**config.mk**
```make
export PLATFORM = sky130hd
export DESIGN_NAME = fad_front
export DESIGN_NICKNAME = d
export VERILOG_FILES = /design/src/design/fad_pkg.sv /design/src/design/fad_front.sv
export SDC_FILE = /design/constraint.sdc
export NUM_CORES = 1
export LEC_CHECK = 0
export BUFFER_PORTS_ARGS = -buffer_cell sky130_fd_sc_hd__buf_2
export CORE_MARGIN = 8
export CORE_UTILIZATION = 55
export DETAILED_ROUTE_END_ITERATION = 6
export PLACE_DENSITY = 0.8
export SLEW_MARGIN = 10
export SYNTH_ARGS = -nofsm -noshare
export SYNTH_HDL_FRONTEND = slang
export SYNTH_SLANG_ARGS = --single-unit
```
**constraint.sdc**
```tcl
create_clock -name clk -period 2.8 [get_ports clk]
set_input_delay 0.14 -clock clk [delete_from_list [all_inputs] [get_ports clk]]
set_output_delay 0.14 -clock clk [all_outputs]
set_load 0.01 [all_outputs]
```
**src/design/fad_pkg.sv**
```systemverilog
// Shared constants and types for the fast atan2 (degrees) pipeline.
// Used by every module and by the channel interfaces; depends on nothing.
package fad_pkg;

	// Default input width and default number of fraction bits in the angle.
	localparam int IN_BITS_DEF    = 16;
	localparam int ANGLE_FRAC_DEF = 8;

	// Width of the angle field on the result channel.
	localparam int OUT_W = 17;

	// Ratio min/max is unsigned Q0.16; the raw quotient needs one more bit.
	localparam int RATIO_W = 16;
	localparam int QUOT_W  = RATIO_W + 1;

	// Polynomial coefficients: degrees scaled by 2^20, signed.
	localparam int COEF_W    = 28;
	localparam int COEF_FRAC = 20;
	localparam int RAW_ANG_W = COEF_W - 1;

	localparam logic signed [COEF_W-1:0] P1 = 28'sd60066233;
	localparam logic signed [COEF_W-1:0] P3 = -28'sd19574236;
	localparam logic signed [COEF_W-1:0] P5 = 28'sd9347007;
	localparam logic signed [COEF_W-1:0] P7 = -28'sd2663094;

	// Octant and sign information that travels with each item.
	typedef struct packed {
		logic zero;
		logic swap;
		logic neg_x;
		logic neg_y;
	} side_t;

endpackage

```
**src/design/fad_front.sv**
```systemverilog
// Front end: magnitudes and signs of the gradient pair, then octant selection.
// Two pipeline stages; depends on fad_pkg.
module fad_front #(
	parameter int IN_BITS = fad_pkg::IN_BITS_DEF
) (
	input  logic                      clk,
	input  logic                      arst_n,
	input  logic                      in_valid,
	output logic                      in_ready,
	input  logic signed [IN_BITS-1:0] grad_y,
	input  logic signed [IN_BITS-1:0] grad_x,
	output logic                      out_valid,
	input  logic                      out_ready,
	output logic [IN_BITS-1:0]        lo,
	output logic [IN_BITS-1:0]        hi,
	output fad_pkg::side_t            side
);

	logic                v_s1, v_s2;
	logic                en_s1, en_s2;
	logic [IN_BITS-1:0]  mag_y_s1, mag_x_s1;
	logic                neg_y_s1, neg_x_s1;
	logic [IN_BITS-1:0]  lo_s2, hi_s2;
	fad_pkg::side_t      side_s2;

	logic [IN_BITS-1:0]  uy, ux, mag_y, mag_x;
	logic                x_ge_y;

	assign en_s2    = !v_s2 || out_ready;
	assign en_s1    = !v_s1 || en_s2;
	assign in_ready = en_s1;

	// Two's complement magnitude; the most negative code maps to 2^(IN_BITS-1).
	assign uy    = $unsigned(grad_y);
	assign ux    = $unsigned(grad_x);
	assign mag_y = uy[IN_BITS-1] ? (~uy + 1'b1) : uy;
	assign mag_x = ux[IN_BITS-1] ? (~ux + 1'b1) : ux;

	assign x_ge_y = mag_x_s1 >= mag_y_s1;

	always_ff @(posedge clk or negedge arst_n) begin
		if (!arst_n) begin
			v_s1 <= 1'b0;
			v_s2 <= 1'b0;
		end else begin
			if (en_s1) begin
				v_s1 <= in_valid;
			end
			if (en_s2) begin
				v_s2 <= v_s1;
			end
		end
	end

	always_ff @(posedge clk) begin
		if (en_s1 && in_valid) begin
			mag_y_s1 <= mag_y;
			mag_x_s1 <= mag_x;
			neg_y_s1 <= uy[IN_BITS-1];
			neg_x_s1 <= ux[IN_BITS-1];
		end
		if (en_s2 && v_s1) begin
			lo_s2         <= x_ge_y ? mag_y_s1 : mag_x_s1;
			hi_s2         <= x_ge_y ? mag_x_s1 : mag_y_s1;
			side_s2.zero  <= (mag_x_s1 == '0) && (mag_y_s1 == '0);
			side_s2.swap  <= !x_ge_y;
			side_s2.neg_x <= neg_x_s1;
			side_s2.neg_y <= neg_y_s1;
		end
	end

	assign out_valid = v_s2;
	assign lo        = lo_s2;
	assign hi        = hi_s2;
	assign side      = side_s2;

endmodule

```
==> impl_metrics.py <==
metrics = {
    "synth": {
        "synth_top_family_by_area": "multiplexers",
        "synth_compound_gate_area_share_pct": 6.43,
        "synth.distinct_cells": 35,
        "ys_async_sr_fraction_pct": 2.78,
        "synth.most_common_cell": "edfxtp_1",
        "yosysWarnings": 0,
        "synth_top_area_cell": "edfxtp_1",
        "yosys_register_bits": 72,
        "synth_area_um2": 3790,
        "ys_seq_area_share_pct": 56.7,
        "ys_top_cells_by_area": "edfxtp_1 55%, mux2_4 11%, xnor2_1 6.0%",
        "synth_nets": 316,
        "synthAdderAreaFrac_pct": 5.93,
        "syn_area_per_cell_um2": 14.5,
        "synth-xor-area-share_pct": 6.00,
        "synthMuxAreaShare_pct": 12.4,
        "netlist_instances": 262,
        "synth-simple-area-share_pct": 9.00,
        "synth_edf_count": 70,
        "synthTopCellsByCount": "70 x edfxtp_1, 29 x mux2_4, 26 x xnor2_1, 22 x inv_1, 18 x ha_1",
        "synth_top_area_share_pct": 55.4,
        "synth_ff_type": "edfxtp_1",
    },
    "clock_tree": {
        "clk_latency_ns": 0.34,
        "ctsResizeCount": 0,
        "clk_path_buf_depth": 2,
        "root_buffer": "clkbuf_8",
        "cts_sinks": 72,
        "htree_levels": 3,
        "clkSlewWorstSetupHoldPaths_ns": 0.07,
        "cts_buffers": 9,
        "tritoncts": "yes",
    },
    "global_route": {
        "track_usage_pct": 14.5,
        "grt_pass1_vias": 2435,
        "grt_start_max_net_pins": 37,
        "grt-ovfl-total": 0,
        "antenna_found_initial": 0,
        "grt_pass1_wl_mm": 11.1,
    },
    "setup_path": {
        "cp_max_fo": 33,
        "required_ns": 2.88,
        "slowest_stage": "edfxtp_1",
        "end_kind": "flop",
        "crit_chain": "ha_1, and4_1, nand4_1, a2111oi_1, a211o_1, buf_12, mux2_1",
        "worstSetupStartpointType": "flop",
        "cp.arrival_ns": 2.66,
        "critical_path.max_stage_delay_ns": 0.44,
        "critical_path_class": "reg -> reg",
        "cp_num_buf_inv": 1,
        "crit_family": "compound AO/OA/AOI/OAI gates",
    },
    "drt": {
        "ant_nets": 0,
        "post_drt_wl_per_cell_um": 15.8,
        "drc_errors": 0,
        "routed_via_density": 5.46,
        "dr_total_vias": 2347,
        "drt_iter0_markers": 62,
        "dr.pass1.iters": 4,
        "totalWireLength_mm": 6.81,
    },
    "floorplanning": {
        "fp.dieH_um": 99.1,
        "core_um2": 6720,
        "num_io_pins": 74,
        "initial_core_util_pct": 56.5,
        "die_w_um": 99.1,
        "die-area_um2": 9810,
        "num_rows": 30,
    },
    "sta": {
        "tns_ns": 0,
        "min_period_ns": 2.58,
        "slew_violations": 0,
        "hold_viol": 0,
        "maxClockFrequency_ghz": 0.387,
        "worst_slack_ns": 0.218,
        "finalCritPeriodShare_pct": 92.2,
        "worstMarginPinSlew_ns": 0.517,
        "fin_worst_skew_ns": 0.00577,
        "setup_violations": 0,
        "max-slew-margin-rel_pct": 65.2,
        "rsz0062_at_grt": "false",
    },
    "placed_design": {
        "gp_congestion": 0.883,
        "dp_hpwl_mm": 5.34,
        "io_buffers": 73,
        "post-place-ws_ns": 0.259,
        "place_inst": 412,
    },
    "final_layout": {
        "synthToLayoutAreaGrowth_pct": 16.8,
        "fin_cells": 430,
        "antenna_cells": 0,
        "layout-drive-gt1-share_pct": 34.9,
        "nets": 399,
    },
    "hold_path": {
        "hp-class": "in -> reg",
    },
    "job": {
        "cap_violations": 0,
    },
    "pwr": {
        "cellLeakagePower_nw": 1.79,
        "vdd.ir_drop.worst_v": 0.000271,
        "power.density_nw_per_um2": 583,
        "p_total_mw": 2.59,
    },
    "run_status": {
        "outcome": "completed",
    },
}
[what timing repair did]
item,in CTS,in global routing
hold buffers,2,0
endpoints found under the hold margin,3,0
setup buffers,0,0
[final timing paths]
kind                              startpoint           to  slack, ns  cells past startpoint
min in group asynchronous             arst_n    out_valid       0.13                      2
worst min register to register      neg_y_s1      side[0]       0.45                      0
worst max-delay path            mag_x_s1[13]       lo[15]       0.22                      7
worst max register to register  mag_x_s1[13]       lo[15]       0.22                      7
worst min-delay path               grad_y[0]  mag_y_s1[0]       0.02                      1
max in group asynchronous             arst_n         v_s1       2.58                      2
[kinds of logic (layout without fill, tap and decap cells)]
group / count (synthesis) / count (layout)
AOI/OAI and AO/OA: 31 / 31
xor gates and xnor gates: 26 / 26
adders and majority gates: 18 / 18
buffers and inverters: 28 / 116
DFF: 72 / 72
muxes: 32 / 32
and+or+nand+nor: 55 / 55
[layer usage]
metal / track usage, % / up-vias / wire length (um)
met3: 3.88 / 15 / 414
met2: 24.1 / 77 / 3290
met5: 0 / - / 0
met1: 16.3 / 1097 / 2920
met4: 9.31 / 0 / 185
li1: - / 1158 / -
[where the power goes]
part / switching (mW) / internal (mW)
sequential: 0.0584 / 1.32
combinational: 0.239 / 0.260
clock: 0.331 / 0.372
total: 0.629 / 1.96
[layout by cell type, fill, tap and decap left out, drive strengths merged]
master       count
nand4b           1
xnor2           26
clkbuf          16
or3              4
a2111oi          2
or4              2
o21ai            9
nand3b           2
or2              3
buf             76
nor2             3
dfrtp            2
o31ai            9
a211oi           1
dlygate4sd3      2
a311o            1
a211o            1
nor4b            2
mux2            32
nor4            10
o221ai           1
and2             2
nand4            3
nand2b           8
inv             22
and4             2
a21o             1
o41ai            3
a21oi            3
ha              18
nand2           13
edfxtp          70
[metrics by stage]
step                      utilization [%]  hold WS [ns]  area [um^2]
after global placement               63.1       -0.0751         4240
after floorplan                         -        -0.156         3790
after CTS                            66.0       0.00498         4430
final                                66.0        0.0151         4430
after global routing                 66.0        0.0133         4430
after detailed placement             63.1       -0.0724         4240
[final cells by class]
type / instances / area [um^2]
Tap cell: 80 / 100
Sequential cell: 72 / 2150
Inverter: 22 / 82.6
Multi-Input combinational cell: 162 / 1510
Clock buffer: 16 / 170
Timing Repair Buffer: 78 / 420
Fill cell: 481 / 2290
[state kept, by name, indices dropped and copies added, names as in the netlist]
| name | cells |
|---|---|
| hi | 16 |
| lo | 16 |
| mag_x_s1 | 16 |
| mag_y_s1 | 16 |
| side | 4 |
| neg_x_s1 | 1 |
| neg_y_s1 | 1 |
| out_valid | 1 |
| v_s1 | 1 |
No activity file was read; power rests on OpenSTA's default activity.
