$ cat config.mk
export PLATFORM = sky130hd
export DESIGN_NAME = fad_fold
export DESIGN_NICKNAME = d
export VERILOG_FILES = /design/src/design/fad_pkg.sv /design/src/design/fad_fold.sv
export SDC_FILE = /design/constraint.sdc
export NUM_CORES = 1
export LEC_CHECK = 0
export ABC_AREA = 1
export BUFFER_PORTS_ARGS = -buffer_cell sky130_fd_sc_hd__buf_2
export CAP_MARGIN = 20
export CORE_ASPECT_RATIO = 1.75
export CORE_UTILIZATION = 52
export CTS_BUF_LIST = sky130_fd_sc_hd__clkbuf_8
export DETAILED_ROUTE_END_ITERATION = 10
export MAX_ROUTING_LAYER = met4
export PLACE_DENSITY_LB_ADDON = 0.12
export SETUP_SLACK_MARGIN = 0.15
export SLEW_MARGIN = 10
export SYNTH_ARGS = -nofsm -noshare
export SYNTH_HDL_FRONTEND = slang
export SYNTH_SLANG_ARGS = --single-unit
$ cat constraint.sdc
create_clock -name clk -period 2.87 [get_ports clk]
set_input_delay 0 -clock clk [delete_from_list [all_inputs] [get_ports clk]]
set_output_delay 0 -clock clk [all_outputs]
set_load 0.05 [all_outputs]
$ cat src/design/fad_pkg.sv
// Shared constants and types for the fast atan2 (degrees) pipeline.
// Used by every module and by the channel interfaces; depends on nothing.
package fad_pkg;

	// Default input width and default number of fraction bits in the angle.
	localparam int IN_BITS_DEF    = 16;
	localparam int ANGLE_FRAC_DEF = 8;

	// Width of the angle field on the result channel.
	localparam int OUT_W = 17;

	// Ratio min/max is unsigned Q0.16; the raw quotient needs one more bit.
	localparam int RATIO_W = 16;
	localparam int QUOT_W  = RATIO_W + 1;

	// Polynomial coefficients: degrees scaled by 2^20, signed.
	localparam int COEF_W    = 28;
	localparam int COEF_FRAC = 20;
	localparam int RAW_ANG_W = COEF_W - 1;

	localparam logic signed [COEF_W-1:0] P1 = 28'sd60066233;
	localparam logic signed [COEF_W-1:0] P3 = -28'sd19574236;
	localparam logic signed [COEF_W-1:0] P5 = 28'sd9347007;
	localparam logic signed [COEF_W-1:0] P7 = -28'sd2663094;

	// Octant and sign information that travels with each item.
	typedef struct packed {
		logic zero;
		logic swap;
		logic neg_x;
		logic neg_y;
	} side_t;

endpackage

$ cat src/design/fad_fold.sv
// Rounds the octant angle to the output scale and unfolds it to 0..360 degrees.
// Two pipeline stages, the second is the output register; depends on fad_pkg.
module fad_fold #(
	parameter int ANGLE_FRAC_BITS = fad_pkg::ANGLE_FRAC_DEF
) (
	input  logic                            clk,
	input  logic                            arst_n,
	input  logic                            in_valid,
	output logic                            in_ready,
	input  logic [fad_pkg::RAW_ANG_W-1:0]   raw_ang,
	input  fad_pkg::side_t                  side_in,
	output logic                            out_valid,
	input  logic                            out_ready,
	output logic [fad_pkg::OUT_W-1:0]       angle_deg
);

	localparam int AW    = fad_pkg::RAW_ANG_W;
	localparam int SH    = fad_pkg::COEF_FRAC - ANGLE_FRAC_BITS;
	localparam int ANG_W = ANGLE_FRAC_BITS + 9;
	localparam int RES_W = (ANG_W > fad_pkg::OUT_W) ? ANG_W : fad_pkg::OUT_W;

	localparam logic [AW:0]      HALF   = (AW + 1)'(1) << (SH - 1);
	localparam logic [RES_W-1:0] DEG90  = RES_W'(90) << ANGLE_FRAC_BITS;
	localparam logic [RES_W-1:0] DEG180 = RES_W'(180) << ANGLE_FRAC_BITS;
	localparam logic [RES_W-1:0] DEG360 = RES_W'(360) << ANGLE_FRAC_BITS;

	logic             v_s1, v_s2;
	logic             en_s1, en_s2;
	logic [RES_W-1:0] oct_s1;
	fad_pkg::side_t   side_s1;
	logic [RES_W-1:0] res_s2;

	logic [AW:0]      oct_sum;
	logic [RES_W-1:0] base;
	logic             flip;
	logic [RES_W-1:0] res;

	assign en_s2    = !v_s2 || out_ready;
	assign en_s1    = !v_s1 || en_s2;
	assign in_ready = en_s1;

	assign oct_sum = {1'b0, raw_ang} + HALF;

	// The three reflections fold into one offset and one sign on the octant angle.
	always_comb begin
		base = '0;
		flip = 1'b0;
		if (side_s1.swap) begin
			base = DEG90;
			flip = 1'b1;
		end
		if (side_s1.neg_x) begin
			base = DEG180 - base;
			flip = !flip;
		end
		if (side_s1.neg_y) begin
			base = DEG360 - base;
			flip = !flip;
		end
		res = flip ? (base - oct_s1) : (base + oct_s1);
	end

	always_ff @(posedge clk or negedge arst_n) begin
		if (!arst_n) begin
			v_s1 <= 1'b0;
			v_s2 <= 1'b0;
		end else begin
			if (en_s1) begin
				v_s1 <= in_valid;
			end
			if (en_s2) begin
				v_s2 <= v_s1;
			end
		end
	end

	always_ff @(posedge clk) begin
		if (en_s1 && in_valid) begin
			oct_s1  <= RES_W'(oct_sum >> SH);
			side_s1 <= side_in;
		end
		if (en_s2 && v_s1) begin
			res_s2 <= res;
		end
	end

	assign out_valid = v_s2;
	assign angle_deg = res_s2[fad_pkg::OUT_W-1:0];

endmodule

==> results.md <==
Yosys:
- The distinct cell type count after synthesis is 29.
- The cell area after synthesis is 2670 sq um.
- After synthesis, the mean cell area works out to 8.37 sq um.
- The number of nets produced by synthesis is 366.
- In the synthesized netlist, the number of instances is 319.
- The share of Yosys cell area claimed by the top area cell type is 40.5%.
- In the synthesized netlist, the cells that appear most often are sky130_fd_sc_hd__nand2_1, sky130_fd_sc_hd__inv_1, sky130_fd_sc_hd__edfxtp_1, sky130_fd_sc_hd__nor2_1, sky130_fd_sc_hd__nand3_1.
- The number of storage elements in the synthesis netlist is 38.
- For this run, asynchronously set or reset flops after synthesis account for 5.26%.
- sky130_fd_sc_hd__nand2_1 is the most common cell in the netlist.
- Ranked by total cell area, the synthesized netlist is headed by sky130_fd_sc_hd__edfxtp_1, sky130_fd_sc_hd__nand2_1, sky130_fd_sc_hd__inv_1, sky130_fd_sc_hd__xor2_1, sky130_fd_sc_hd__ha_1.
- The most instantiated flip-flop cell in the synthesis netlist is sky130_fd_sc_hd__edfxtp_1.
- The largest total area in the synthesized netlist belongs to sky130_fd_sc_hd__edfxtp_1.
- For this run, the number of Yosys warnings is 0.
- After synthesis, flip-flops and latches occupy 42.3% of the total area.
- Counting flops with a built-in enable in the synthesized netlist gives 36.

Drt:
- In this run the remaining antenna-violating nets after routing total 0.
- Detailed routing inserted a total of 2275 vias.
- The wire length per cell is 10.8 microns.
- Dividing the detail-routed via count by the number of cells gives 4.96.
- The aggregate routed wire length is 4960 microns.
- For this run, design rule violations remaining after detail routing come to 0.
- The number of DRC markers in iteration 0 is 34.
- The pre-antenna-repair detailed-routing pass consisted of 4 iterations.

Floorplanning:
- In this run the horizontal extent of the chip is 56.2 microns.
- The top-level I/O count is 54.
- The placeable core region is 4930 sq um.
- The floorplan step defined a die boundary enclosing 5440 sq um.
- The initialized floorplan defines 34 standard-cell rows.
- Measured along the y axis, the die boundary spans 96.8 microns.
- The initial core utilization is 54.1%.

Timing:
- For this run, the top clock speed supported by timing is 368 MHz.
- For the pin with the worst max-slew slack, the measured transition is 0.671 ns.
- The final worst hold slack is 0.0110 ns.
- The final number of max-transition violations is 0.
- The headroom to the max-slew limit is 55.2%.
- Setup violations remaining at the end of the flow were counted as 0.
- In the finished design, the share of the clock period the worst path needs comes to 94.8%.
- The worst-case clock skew is 0.00285 ns.
- The final number of hold-violating endpoints is 0.
- Setup repair after global routing could not meet its margin everywhere.
- The routed design could run at a clock period as short as 2.72 ns.

Worst setup path:
- The reg-to-reg endpoint is angle_deg[15].
- The worst register-to-register path begins at oct_s1[1].
- The slowest stage of the critical path belongs to the cell sky130_fd_sc_hd__edfxtp_1.
- For the worst setup path, the data arrival time is 2.77 ns.
- Counting cells, the worst reg-to-reg path comes to 16.
- STA puts the critical path data required time at 2.92 ns.
- The sort of element at the start of the critical path is a flop.
- The kind of capture point of the worst setup path is a flop.
- The type of the worst setup path is reg2reg.
- The worst register-to-register path has a setup slack of 0.15 ns.
- The worst-path maximum fanout is 4.
- The family with the most delay on the worst path is compound AO/OA/AOI/OAI gates.
- For this run, the slowest stage of the critical path takes 0.40 ns.
- Traced cell by cell, the critical path runs through buf_4, inv_1, ha_2, nand2_2, nor2_2, nand3_1, o21ai_1, xor2_1, ha_1, a21oi_1, o21ai_0, a21oi_1, inv_1, o21bai_1, nand2_1, nand2_1.
- The critical path contains buffers and inverters numbering 3 combined.

Place:
- The number of I/O port buffers is 41.
- The placed instance area is 3070 sq um.
- Routability-driven placement finished with a final weighted congestion of 0.860.
- Detailed placement ended at an HPWL of 3850 microns.

GRT:
- The number of antenna violations at the first check in global routing is 0.
- The overall routing resource usage is 19.0%.
- The maximum number of pins on one net before global-route repair is 20.
- The first global-routing pass estimated 7830 microns of wire.
- Summed over all layers, the global routing overflow is 0.
- The via count of the first global-routing pass is 1991.

CTS:
- The H-tree was split into 2 levels.
- The CTS sink count is 38.
- The number of buffers created by CTS is 5.
- The buffer levels on the longest clock path is 2.
- The tree is rooted in a sky130_fd_sc_hd__clkbuf_8.
- The CTS tree is done.
- The CTS clock-pin slew for the worst setup and hold paths is 0.07 ns.
- For the worst-skew pair, the clock arrives at the later sink with an insertion delay of 0.29 ns.

Finish:
- The signed area change from the synthesized netlist to the final layout is 28.7%.
- The final design area excluding fillers is 3440 sq um.
- The layout net count is 451.
- The count of fill cells added during filler insertion is 401.
- 0 antenna diodes ended up in the layout.
- Of the cells placed in the final design, the portion with a size suffix greater than 1 is 34.6%.

Pwr:
- The leakage power is 1.62 nW.
- The areal power density over the cells is 563 nW/um^2.
- The largest vdd supply drop is 0.421 mV.

Flow run:
- Max-cap violations in this run came to 0.

Worst hold path:
- The type of the worst min-delay path is in2async.

Status:
- The flow ran to the end, and the final reports show no timing, DRC or antenna violations.
worst max-delay path by stage:
stage / to / slack, ns / startpoint / cells after the start
3_5_place_dp: angle_deg[16] / 0.07 / oct_s1[0] / 17
2_1_floorplan: angle_deg[16] / 0.16 / side_s1[2] / 18
6_report: angle_deg[15] / 0.15 / oct_s1[1] / 16
4_1_cts: angle_deg[16] / 0.16 / oct_s1[4] / 20
3_3_place_gp: angle_deg[15] / 0.12 / oct_s1[8] / 13
5_1_grt: angle_deg[15] / -0.06 / oct_s1[1] / 19
power by group:
group          total (mW)  switching, mW  internal, mW
Sequential          0.734         0.0248         0.709
Combinational       0.856          0.546         0.310
Clock               0.347          0.183         0.165
Total                1.94          0.754          1.18
cell type report:
cell class	count	area, sq um	share of cell area [%]
Inverter	49	184	5.35
Timing Repair Buffer	80	513	14.9
Multi-Input combinational cell	230	1460	42.4
Sequential cell	38	1130	32.9
Clock buffer	5	68.8	2.00
Clock inverter	3	15.0	0.437
Tap cell	54	67.6	1.97
what timing repair did:
action	4_1_cts	5_1_grt
endpoints found under the hold margin	7	0
endpoints found under the setup margin	4	6
buffers inserted	1	14
hold buffers	6	0
resized for setup	6	30
pin swaps	0	16
cells by family after synthesis:
group           after synthesis  share of synthesized area [%]
simple gates                167                           30.2
buf+inv                      51                           7.59
flops                        38                           42.3
xor+xnor                     29                           9.51
compound gates               22                           4.73
fa+ha+maj                    12                           5.62
sequential cells by signal, indices dropped and copies added, names as in the netlist:
name       flops
v_s1           1
out_valid      1
angle_deg     17
side_s1        3
oct_s1        16
routing by layer:
layer  GRT usage (%)  wire length, microns  vias up
met3            3.34                   136       12
met1            16.3                  1850     1013
met4            11.4                   195        0
met5               -                     0        -
met2            36.3                  2770       47
li1                -                     -     1203
placed cells by master, fill, tap and decap left out, types with 11 or more instances in the layout:
master | netlist | layout
sky130_fd_sc_hd__buf_2 | 0 | 41
sky130_fd_sc_hd__buf_4 | 1 | 33
sky130_fd_sc_hd__edfxtp_1 | 36 | 36
sky130_fd_sc_hd__inv_1 | 47 | 42
sky130_fd_sc_hd__nand2_1 | 75 | 69
sky130_fd_sc_hd__nand2_2 | 11 | 15
sky130_fd_sc_hd__nand3_1 | 23 | 23
sky130_fd_sc_hd__nor2_1 | 25 | 19
sky130_fd_sc_hd__xnor2_1 | 11 | 11
sky130_fd_sc_hd__xor2_1 | 18 | 18
per-stage QoR:
| stage | cells | util (%) | power (mW) | TNS [ns] | setup WS, ns |
|---|---|---|---|---|---|
| after CTS | 445 | 65.4 | 1.88 | 0 | 0.158 |
| after floorplan | 319 | - | 1.33 | 0 | 0.162 |
| after global placement | 430 | 62.2 | 1.51 | 0 | 0.116 |
| final | 459 | 69.7 | 1.94 | 0 | 0.150 |
| after global routing | 459 | 69.7 | 2.06 | -0.0991 | -0.0639 |
| after detailed placement | 430 | 62.2 | 1.52 | 0 | 0.0748 |
No activity file was read; power rests on OpenSTA's default activity.
