File: config.mk
export PLATFORM = sky130hd
export DESIGN_NAME = fad_div
export DESIGN_NICKNAME = d
export VERILOG_FILES = /design/src/design/fad_pkg.sv /design/src/design/fad_div.sv
export SDC_FILE = /design/constraint.sdc
export NUM_CORES = 1
export LEC_CHECK = 0
export BUFFER_PORTS_ARGS = -buffer_cell sky130_fd_sc_hd__buf_2
export CELL_PAD_IN_SITES_DETAIL_PLACEMENT = 1
export CELL_PAD_IN_SITES_GLOBAL_PLACEMENT = 1
export CORE_ASPECT_RATIO = 2
export CORE_MARGIN = 5
export CORE_UTILIZATION = 57
export CTS_CLUSTER_DIAMETER = 150
export DETAILED_ROUTE_END_ITERATION = 6
export PLACE_DENSITY = 0.82
export SLEW_MARGIN = 20
export SYNTH_ARGS = -nofsm -noshare
export SYNTH_HDL_FRONTEND = slang
export SYNTH_SLANG_ARGS = --single-unit
File: constraint.sdc
create_clock -name clk -period 14.3 [get_ports clk]
set_clock_uncertainty 0.2 [all_clocks]
set_input_delay 3.575 -clock clk [delete_from_list [all_inputs] [get_ports clk]]
set_output_delay 3.575 -clock clk [all_outputs]
set_load 0.01 [all_outputs]
File: src/design/fad_pkg.sv
// Shared constants and types for the fast atan2 (degrees) pipeline.
// Used by every module and by the channel interfaces; depends on nothing.
package fad_pkg;

	// Default input width and default number of fraction bits in the angle.
	localparam int IN_BITS_DEF    = 16;
	localparam int ANGLE_FRAC_DEF = 8;

	// Width of the angle field on the result channel.
	localparam int OUT_W = 17;

	// Ratio min/max is unsigned Q0.16; the raw quotient needs one more bit.
	localparam int RATIO_W = 16;
	localparam int QUOT_W  = RATIO_W + 1;

	// Polynomial coefficients: degrees scaled by 2^20, signed.
	localparam int COEF_W    = 28;
	localparam int COEF_FRAC = 20;
	localparam int RAW_ANG_W = COEF_W - 1;

	localparam logic signed [COEF_W-1:0] P1 = 28'sd60066233;
	localparam logic signed [COEF_W-1:0] P3 = -28'sd19574236;
	localparam logic signed [COEF_W-1:0] P5 = 28'sd9347007;
	localparam logic signed [COEF_W-1:0] P7 = -28'sd2663094;

	// Octant and sign information that travels with each item.
	typedef struct packed {
		logic zero;
		logic swap;
		logic neg_x;
		logic neg_y;
	} side_t;

endpackage

File: src/design/fad_div.sv
// Pipelined restoring divider: ratio = round(lo * 2^16 / hi), saturated.
// One quotient bit per stage after the numerator stage; depends on fad_pkg.
module fad_div #(
	parameter int IN_BITS = fad_pkg::IN_BITS_DEF
) (
	input  logic                          clk,
	input  logic                          arst_n,
	input  logic                          in_valid,
	output logic                          in_ready,
	input  logic [IN_BITS-1:0]            lo,
	input  logic [IN_BITS-1:0]            hi,
	input  fad_pkg::side_t                side_in,
	output logic                          out_valid,
	input  logic                          out_ready,
	output logic [fad_pkg::RATIO_W-1:0]   ratio,
	output fad_pkg::side_t                side_out
);

	localparam int QW   = fad_pkg::QUOT_W;
	localparam int NW   = IN_BITS + QW;
	localparam int NSTG = QW + 1;

	// Each accumulator holds the partial remainder above the numerator bits
	// still to be consumed, with quotient bits shifting in at the bottom.
	logic [NSTG-1:0]    v_s;
	logic [NSTG-1:0]    en_s;
	logic [NW-1:0]      acc_s  [NSTG];
	logic [IN_BITS-1:0] hi_s   [NSTG];
	fad_pkg::side_t     side_s [NSTG];
	logic [NW-1:0]      acc_nx [1:NSTG-1];
	logic [QW-1:0]      quot;

	for (genvar k = 0; k < NSTG; k++) begin : g_ctl
		if (k == NSTG - 1) begin : g_last
			assign en_s[k] = !v_s[k] || out_ready;
		end else begin : g_mid
			assign en_s[k] = !v_s[k] || en_s[k+1];
		end
	end

	for (genvar k = 1; k < NSTG; k++) begin : g_step
		logic [IN_BITS:0] trial;
		logic [IN_BITS:0] diff;
		logic             fits;

		always_comb begin
			trial = {acc_s[k-1][NW-1:QW], acc_s[k-1][QW-1]};
			diff  = trial - {1'b0, hi_s[k-1]};
			fits  = trial >= {1'b0, hi_s[k-1]};
			if (fits) begin
				acc_nx[k] = {diff[IN_BITS-1:0], acc_s[k-1][QW-2:0], 1'b1};
			end else begin
				acc_nx[k] = {trial[IN_BITS-1:0], acc_s[k-1][QW-2:0], 1'b0};
			end
		end
	end

	assign in_ready = en_s[0];

	always_ff @(posedge clk or negedge arst_n) begin
		if (!arst_n) begin
			v_s <= '0;
		end else begin
			if (en_s[0]) begin
				v_s[0] <= in_valid;
			end
			for (int k = 1; k < NSTG; k++) begin
				if (en_s[k]) begin
					v_s[k] <= v_s[k-1];
				end
			end
		end
	end

	always_ff @(posedge clk) begin
		// Numerator lo * 2^16 + floor(hi / 2) gives round-half-up division.
		if (en_s[0] && in_valid) begin
			acc_s[0]  <= NW'({lo, {fad_pkg::RATIO_W{1'b0}}}) + NW'(hi >> 1);
			hi_s[0]   <= hi;
			side_s[0] <= side_in;
		end
		for (int k = 1; k < NSTG; k++) begin
			if (en_s[k] && v_s[k-1]) begin
				acc_s[k]  <= acc_nx[k];
				hi_s[k]   <= hi_s[k-1];
				side_s[k] <= side_s[k-1];
			end
		end
	end

	assign quot      = acc_s[NSTG-1][QW-1:0];
	assign out_valid = v_s[NSTG-1];
	assign side_out  = side_s[NSTG-1];

	always_comb begin
		if (side_s[NSTG-1].zero) begin
			ratio = '0;
		end else if (quot[QW-1]) begin
			ratio = '1;
		end else begin
			ratio = quot[fad_pkg::RATIO_W-1:0];
		end
	end

endmodule

==> metrics, run 1 <==
status=complete, no violations; crit path DAT=5820 ps; vias in the first global route=29500; Power Density=224 nW/µm²; Mapped Avg Cell Area=12.7 µm²; hold slack=217 ps; PortBufs=61; DR iter-0 viols=1001; unrepaired setup endpoints after global routing=no; Die W=196 µm; CTS Buf Count=71; Cells after Synth=3116; syn nets=3444; max-cap viol count=0; initial antenna violation count=1; Tightest Hold Check Type=reg2reg; Slew @ Worst Pin=1200 ps; Slew Viols, Final=0; crit-path leading delay family=simple AND/OR/NAND/NOR gates; I/O pin total=62; dominant synthesized flop cell=edfxtp_1; final wirelength=101 mm; Starting Density=57.6%; Netlist cell types=72; NetSw=3.56 mW; Syn Std Cell Area=39600 µm²; TNS Setup=0 ps; Worst Path Class, Setup=in2out; worst vdd ir=0.141 mV; LEAKAGE=17.4 nW; # rows=136; filler instances=6741; Final GP Congestion=0.960; area of the multi-input gates=14800 µm²; synth warn=0; vias per inst=6.03; Die ar.=75100 µm²; total core area=68700 µm²; dpl ws=4670 ps; Pwr Total=9.75 mW; share of post-route cells with drive strength above 1=11.3%; Seq. cell area=23500 µm²; via count=25300; Die Y=383 µm; hold_buf cts=0; fin area=43400 µm²; Cell Chain, Critical Path=buf_2 -> nand4b_1 -> inv_1 -> and3_1 -> nand3_1 -> nor3_1 -> and3_1 -> nand3_1 -> buf_2; slowest cell on the critical path=nor3_1; clock slew at reported path FFs=70 ps; Final setup violation count=0; WP data required=10520 ps; clock power share=20.0%; clock tree from TritonCTS=built; Finished Core Util=63.2%; final period utilization=67.1%; switching part of the total power=36.6%; H-tree levels=3; Critical Path Sink Type=primary output; first-pass GRT wire length=156 mm; gr ovfl total=0; GR Util All Layers=27.1%; HP Start=acc_s[9][0]; nets=3565; crit path max fanout=6; DR WL/cell=24.0 µm; post-cts resize count=0; non-filler instance count after layout=4193; postcts setup bufs=0; number of synthesized flops with an enable pin=769; Reg2Reg Launch Point=acc_s[3][16]; Synth-to-Final Area Change=9.79%; dpl cell area=41100 µm²; drt drc=0; sequential area share after synthesis=59.5%; Critical path buffers and inverters=3; Period minus WS final=9590 ps; Root Buffer=clkbuf_16; dpl cells=4059; Fin. Hold Viols=0; Async SR Flop Fraction=2.29%; Skew-Pair Late Insertion Delay=670 ps; cell-internal power=6.18 mW; number of synthesized register bits=787; largest net degree at the start of global routing=53; crit start category=input port; maximum root-to-sink buffer count=3; Max Fclk=0.104 GHz; launch point of the worst path=out_ready; clock sink count=787; Comb power frac=42.1%; relative slew slack=20.1%; CP peak stage delay=530 ps; Final HPWL DP=80.0 mm; DR pass1 iterations=5; Final WS setup=4710 ps; Flop pwr share=37.9%; Detail Route Antenna Nets=0
-- power groups by stage --
| stage | Sequential (mW) | Clock (mW) | Combinational (mW) |
|---|---|---|---|
| after detailed placement | 3.74 | 0 | 4.03 |
| final | 3.70 | 1.95 | 4.10 |
| after global placement | 3.68 | 0 | 3.75 |
| after floorplan | 3.61 | 0 | 2.93 |
| after global routing | 3.75 | 2.09 | 4.45 |
| after CTS | 3.70 | 1.98 | 4.09 |
-- path summary, 6_finish.rpt --
| check | to | slack, ps | cells past startpoint |
|---|---|---|---|
| max | in_ready | 4710 | 9 |
| min | acc_s[10][1] | 220 | 0 |
| max reg2reg | acc_s[4][29] | 9670 | 11 |
| min reg2reg | acc_s[10][1] | 220 | 0 |
| max in group asynchronous | v_s[8] | 10920 | 1 |
| min in group asynchronous | v_s[3] | 2660 | 1 |
-- flip-flops by register name, summed over array words and instances (netlist names) --
register,cells
acc_s,527
side_s,72
v_s,18
hi_s,170
-- cell usage in the layout, fill, tap and decap left out, types with 20 or more instances in the layout --
| cell type | synthesis | layout |
|---|---|---|
| edfxtp_1 | 769 | 769 |
| inv_1 | 319 | 319 |
| ha_1 | 272 | 272 |
| nor2_1 | 244 | 244 |
| a21oi_1 | 218 | 218 |
| o21ai_0 | 129 | 129 |
| nand2_1 | 123 | 123 |
| mux2_2 | 119 | 119 |
| xnor2_1 | 98 | 98 |
| o21a_1 | 76 | 76 |
| clkbuf_16 | 0 | 71 |
| xor2_1 | 61 | 61 |
| buf_2 | 14 | 61 |
| a21o_1 | 55 | 55 |
| nor2b_1 | 52 | 47 |
| nand2b_1 | 47 | 47 |
| nand3_1 | 43 | 43 |
| nor3_1 | 39 | 39 |
| mux2i_1 | 28 | 28 |
| nand4_1 | 27 | 27 |
| and3_1 | 23 | 23 |
| o31a_1 | 22 | 22 |
| buf_4 | 0 | 22 |
| a31oi_1 | 21 | 20 |
-- cell families after synthesis --
| group | after synthesis | share of synthesized area (%) |
|---|---|---|
| buf+inv | 356 | 3.50 |
| xor+xnor | 159 | 3.52 |
| simple gates | 679 | 8.28 |
| flops | 787 | 59.5 |
| mux | 164 | 4.70 |
| compound gates | 683 | 11.1 |
| fa+ha+maj | 288 | 9.41 |
-- synthesized netlist by cell type (6+ instances only) --
| cell type | count | area (µm²) |
|---|---|---|
| edfxtp_1 | 769 | 23100 |
| inv_1 | 319 | 1200 |
| ha_1 | 272 | 3400 |
| nor2_1 | 244 | 916 |
| a21oi_1 | 218 | 1090 |
| o21ai_0 | 129 | 646 |
| nand2_1 | 123 | 462 |
| mux2_2 | 119 | 1340 |
| xnor2_1 | 98 | 858 |
| o21a_1 | 76 | 571 |
| xor2_1 | 61 | 534 |
| a21o_1 | 55 | 413 |
| nor2b_1 | 52 | 325 |
| nand2b_1 | 47 | 294 |
| nand3_1 | 43 | 215 |
| nor3_1 | 39 | 195 |
| mux2i_1 | 28 | 280 |
| nand4_1 | 27 | 169 |
| and3_1 | 23 | 144 |
| o31a_1 | 22 | 193 |
| a31oi_1 | 21 | 131 |
| clkbuf_1 | 19 | 71.3 |
| a211oi_1 | 18 | 135 |
| dfrtp_1 | 18 | 450 |
| or2_2 | 18 | 113 |
| fa_1 | 16 | 320 |
| o21bai_1 | 15 | 113 |
| buf_2 | 14 | 70.1 |
| and2_1 | 13 | 81.3 |
| mux2_4 | 13 | 195 |
| o31ai_1 | 13 | 97.6 |
| or3_1 | 13 | 81.3 |
| o211ai_1 | 11 | 82.6 |
| a21boi_0 | 9 | 67.6 |
| o21ai_1 | 9 | 45.0 |
| a31o_2 | 8 | 70.1 |
| nand3b_1 | 8 | 60.1 |
| nor4_1 | 8 | 50.1 |
| o221ai_1 | 8 | 70.1 |
| o41ai_1 | 8 | 70.1 |
| o2111ai_1 | 7 | 61.3 |
| o21ba_2 | 7 | 70.1 |
| o22a_1 | 7 | 61.3 |
| o22ai_1 | 7 | 43.8 |
| or4_1 | 6 | 45.0 |
-- per-layer routing --
layer / vias up / track usage, % / share of wire, % / wire, µm
met3: 469 / 3.45 / 2.5 / 2490
li1: 11700 / - / - / -
met4: 0 / 26.9 / 12 / 12400
met2: 654 / 57.2 / 61 / 61100
met5: - / 0 / 0 / 0
met1: 12500 / 17.6 / 24 / 24600
-- final cells by class --
type                            count  area share (%)
Clock buffer                       89            4.25
Inverter                          319            2.76
Multi-Input combinational cell   1973            34.0
Sequential cell                   787            54.2
Tap cell                          897            2.58
Antenna cell                        1         0.00576
Clock inverter                     42            1.08
Timing Repair Buffer               85            1.18
No activity file was read; power rests on OpenSTA's default activity.
==> inputs of run 2 (changes only) <==
- CORE_UTILIZATION: 57 -> 48
- PLACE_DENSITY: 0.82 -> 0.73
- clock period: 14.3 -> 8.7 ns (I/O delays scaled with it)
==> run 2 against run 1 <==
  * Setup slack worse by 2800 ps
  * Sequential share of layout area decreased by 0.29 points
  * Non-clock buffer count grew 2
==> metrics, run 2 (synthesis results as in run 1) <==
status=complete, no violations; Regs by FF count=acc_s: 527 flops, hi_s: 170 flops, side_s: 72 flops; Starting Density=48.1%; GR Util All Layers=22.2%; postcts setup bufs=0; vias in the first global route=28800; Detail Route Antenna Nets=0; DR pass1 iterations=6; dpl ws=1880 ps; Worst Path Class, Setup=in2out; ant diodes=0; Final GP Congestion=0.932; Pwr Total=16.0 mW; Reg-to-Reg End=acc_s[13][31]; Root Buffer=clkbuf_16; crit path DAT=4390 ps; Die ar.=88600 µm²; hold slack=215 ps; post-cts resize count=0; reg2reg setup slack=4480 ps; worst vdd ir=0.163 mV; crit path max fanout=6; PortBufs=61; number of flip-flops in the largest register=527; # rows=149; Period minus WS final=6760 ps; clock slew at reported path FFs=60 ps; H-tree levels=3; Die W=213 µm; HP Start=side_s[16][0]; leading cell type in the layout, fill and taps excluded=edfxtp_1; Slew Viols, Final=0; maximum root-to-sink buffer count=3; unrepaired setup endpoints after global routing=no; LEAKAGE=17.4 nW; Biggest register=acc_s; Final WS setup=1940 ps; Slew @ Worst Pin=1170 ps; Final HPWL DP=79.0 mm; share of post-route cells with drive strength above 1=11.4%; final wirelength=98.2 mm; Skew-Pair Late Insertion Delay=670 ps; nets=3568; clock sink count=787; Hold Crit Depth=0; largest net degree at the start of global routing=53; crit start category=input port; dpl cell area=41300 µm²; final period utilization=77.7%; max-cap viol count=0; total core area=82200 µm²; hold_buf cts=0; initial antenna violation count=0; Max Fclk=0.148 GHz; vias per inst=5.75; Final setup violation count=0; WP data required=6330 ps; non-filler instance count after layout=4353; relative slew slack=21.2%; Die Y=416 µm; WHS Endpoint=side_s[17][0]; via count=25000; drt drc=0; clock tree from TritonCTS=built; Power Density=365 nW/µm²; most frequent cells in the layout=edfxtp_1 (769), inv_1 (319), ha_1 (272); DR iter-0 viols=1036; Synth-to-Final Area Change=10.4%; gr ovfl total=0; TNS Setup=0 ps; worst r2r path cells=10; CTS Buf Count=72; dpl cells=4221; Tightest Hold Check Type=reg2reg; Finished Core Util=53.1%; first-pass GRT wire length=151 mm; Fin. Hold Viols=0; Reg2Reg Launch Point=acc_s[12][12]; DR WL/cell=22.6 µm; fin area=43700 µm²; Critical Path Sink Type=primary output; I/O pin total=62
==> run 2: cell count changes in the layout (fill, tap and decap cells not counted), moves of 2 or more <==
cell,change
and2_2,+3
inv_16,-2
buf_4,+2
and2_4,-3
clkinvlp_4,+2
clkinv_1,-4
==> run 2: cell type report <==
cell class	instances	area, µm²
Inverter	319	1200
Timing Repair Buffer	87	526
Tap cell	1057	1320
Fill cell	8294	38500
Sequential cell	787	23500
Clock inverter	40	463
Clock buffer	90	1880
Multi-Input combinational cell	1973	14700
==> run 2: where the power goes <==
part	switching (mW)	internal, mW	leakage, nW
combinational	3.86	2.82	8.58
clock	1.46	1.77	1.14
sequential	0.462	5.59	7.69
total	5.78	10.2	17.4
==> run 2: worst max path at each step <==
| stage | start | endpoint | slack, ps | cells after the start |
|---|---|---|---|---|
| final | out_ready | in_ready | 1940 | 9 |
| after CTS | out_ready | in_ready | 1860 | 9 |
| after global routing | out_ready | in_ready | 1680 | 9 |
| after detailed placement | out_ready | in_ready | 1880 | 9 |
| after global placement | out_ready | in_ready | 1910 | 9 |
| after floorplan | out_ready | acc_s[8][0] | 1910 | 6 |
==> run 2: worst max-delay path, cell delays in order <==
cell	delay (ps)
buf_2	110
nand4b_1	220
inv_1	120
and3_1	300
nand3_1	270
nor3_1	530
and3_1	350
nand3_1	150
buf_2	170
==> run 2: layer usage <==
layer / vias to the layer above / wire [µm] / global-route usage (%)
met5: - / 0 / 0
met4: 0 / 10800 / 20.0
met3: 375 / 2310 / 2.84
met2: 517 / 61100 / 48.1
met1: 12400 / 24000 / 13.9
li1: 11700 / - / -
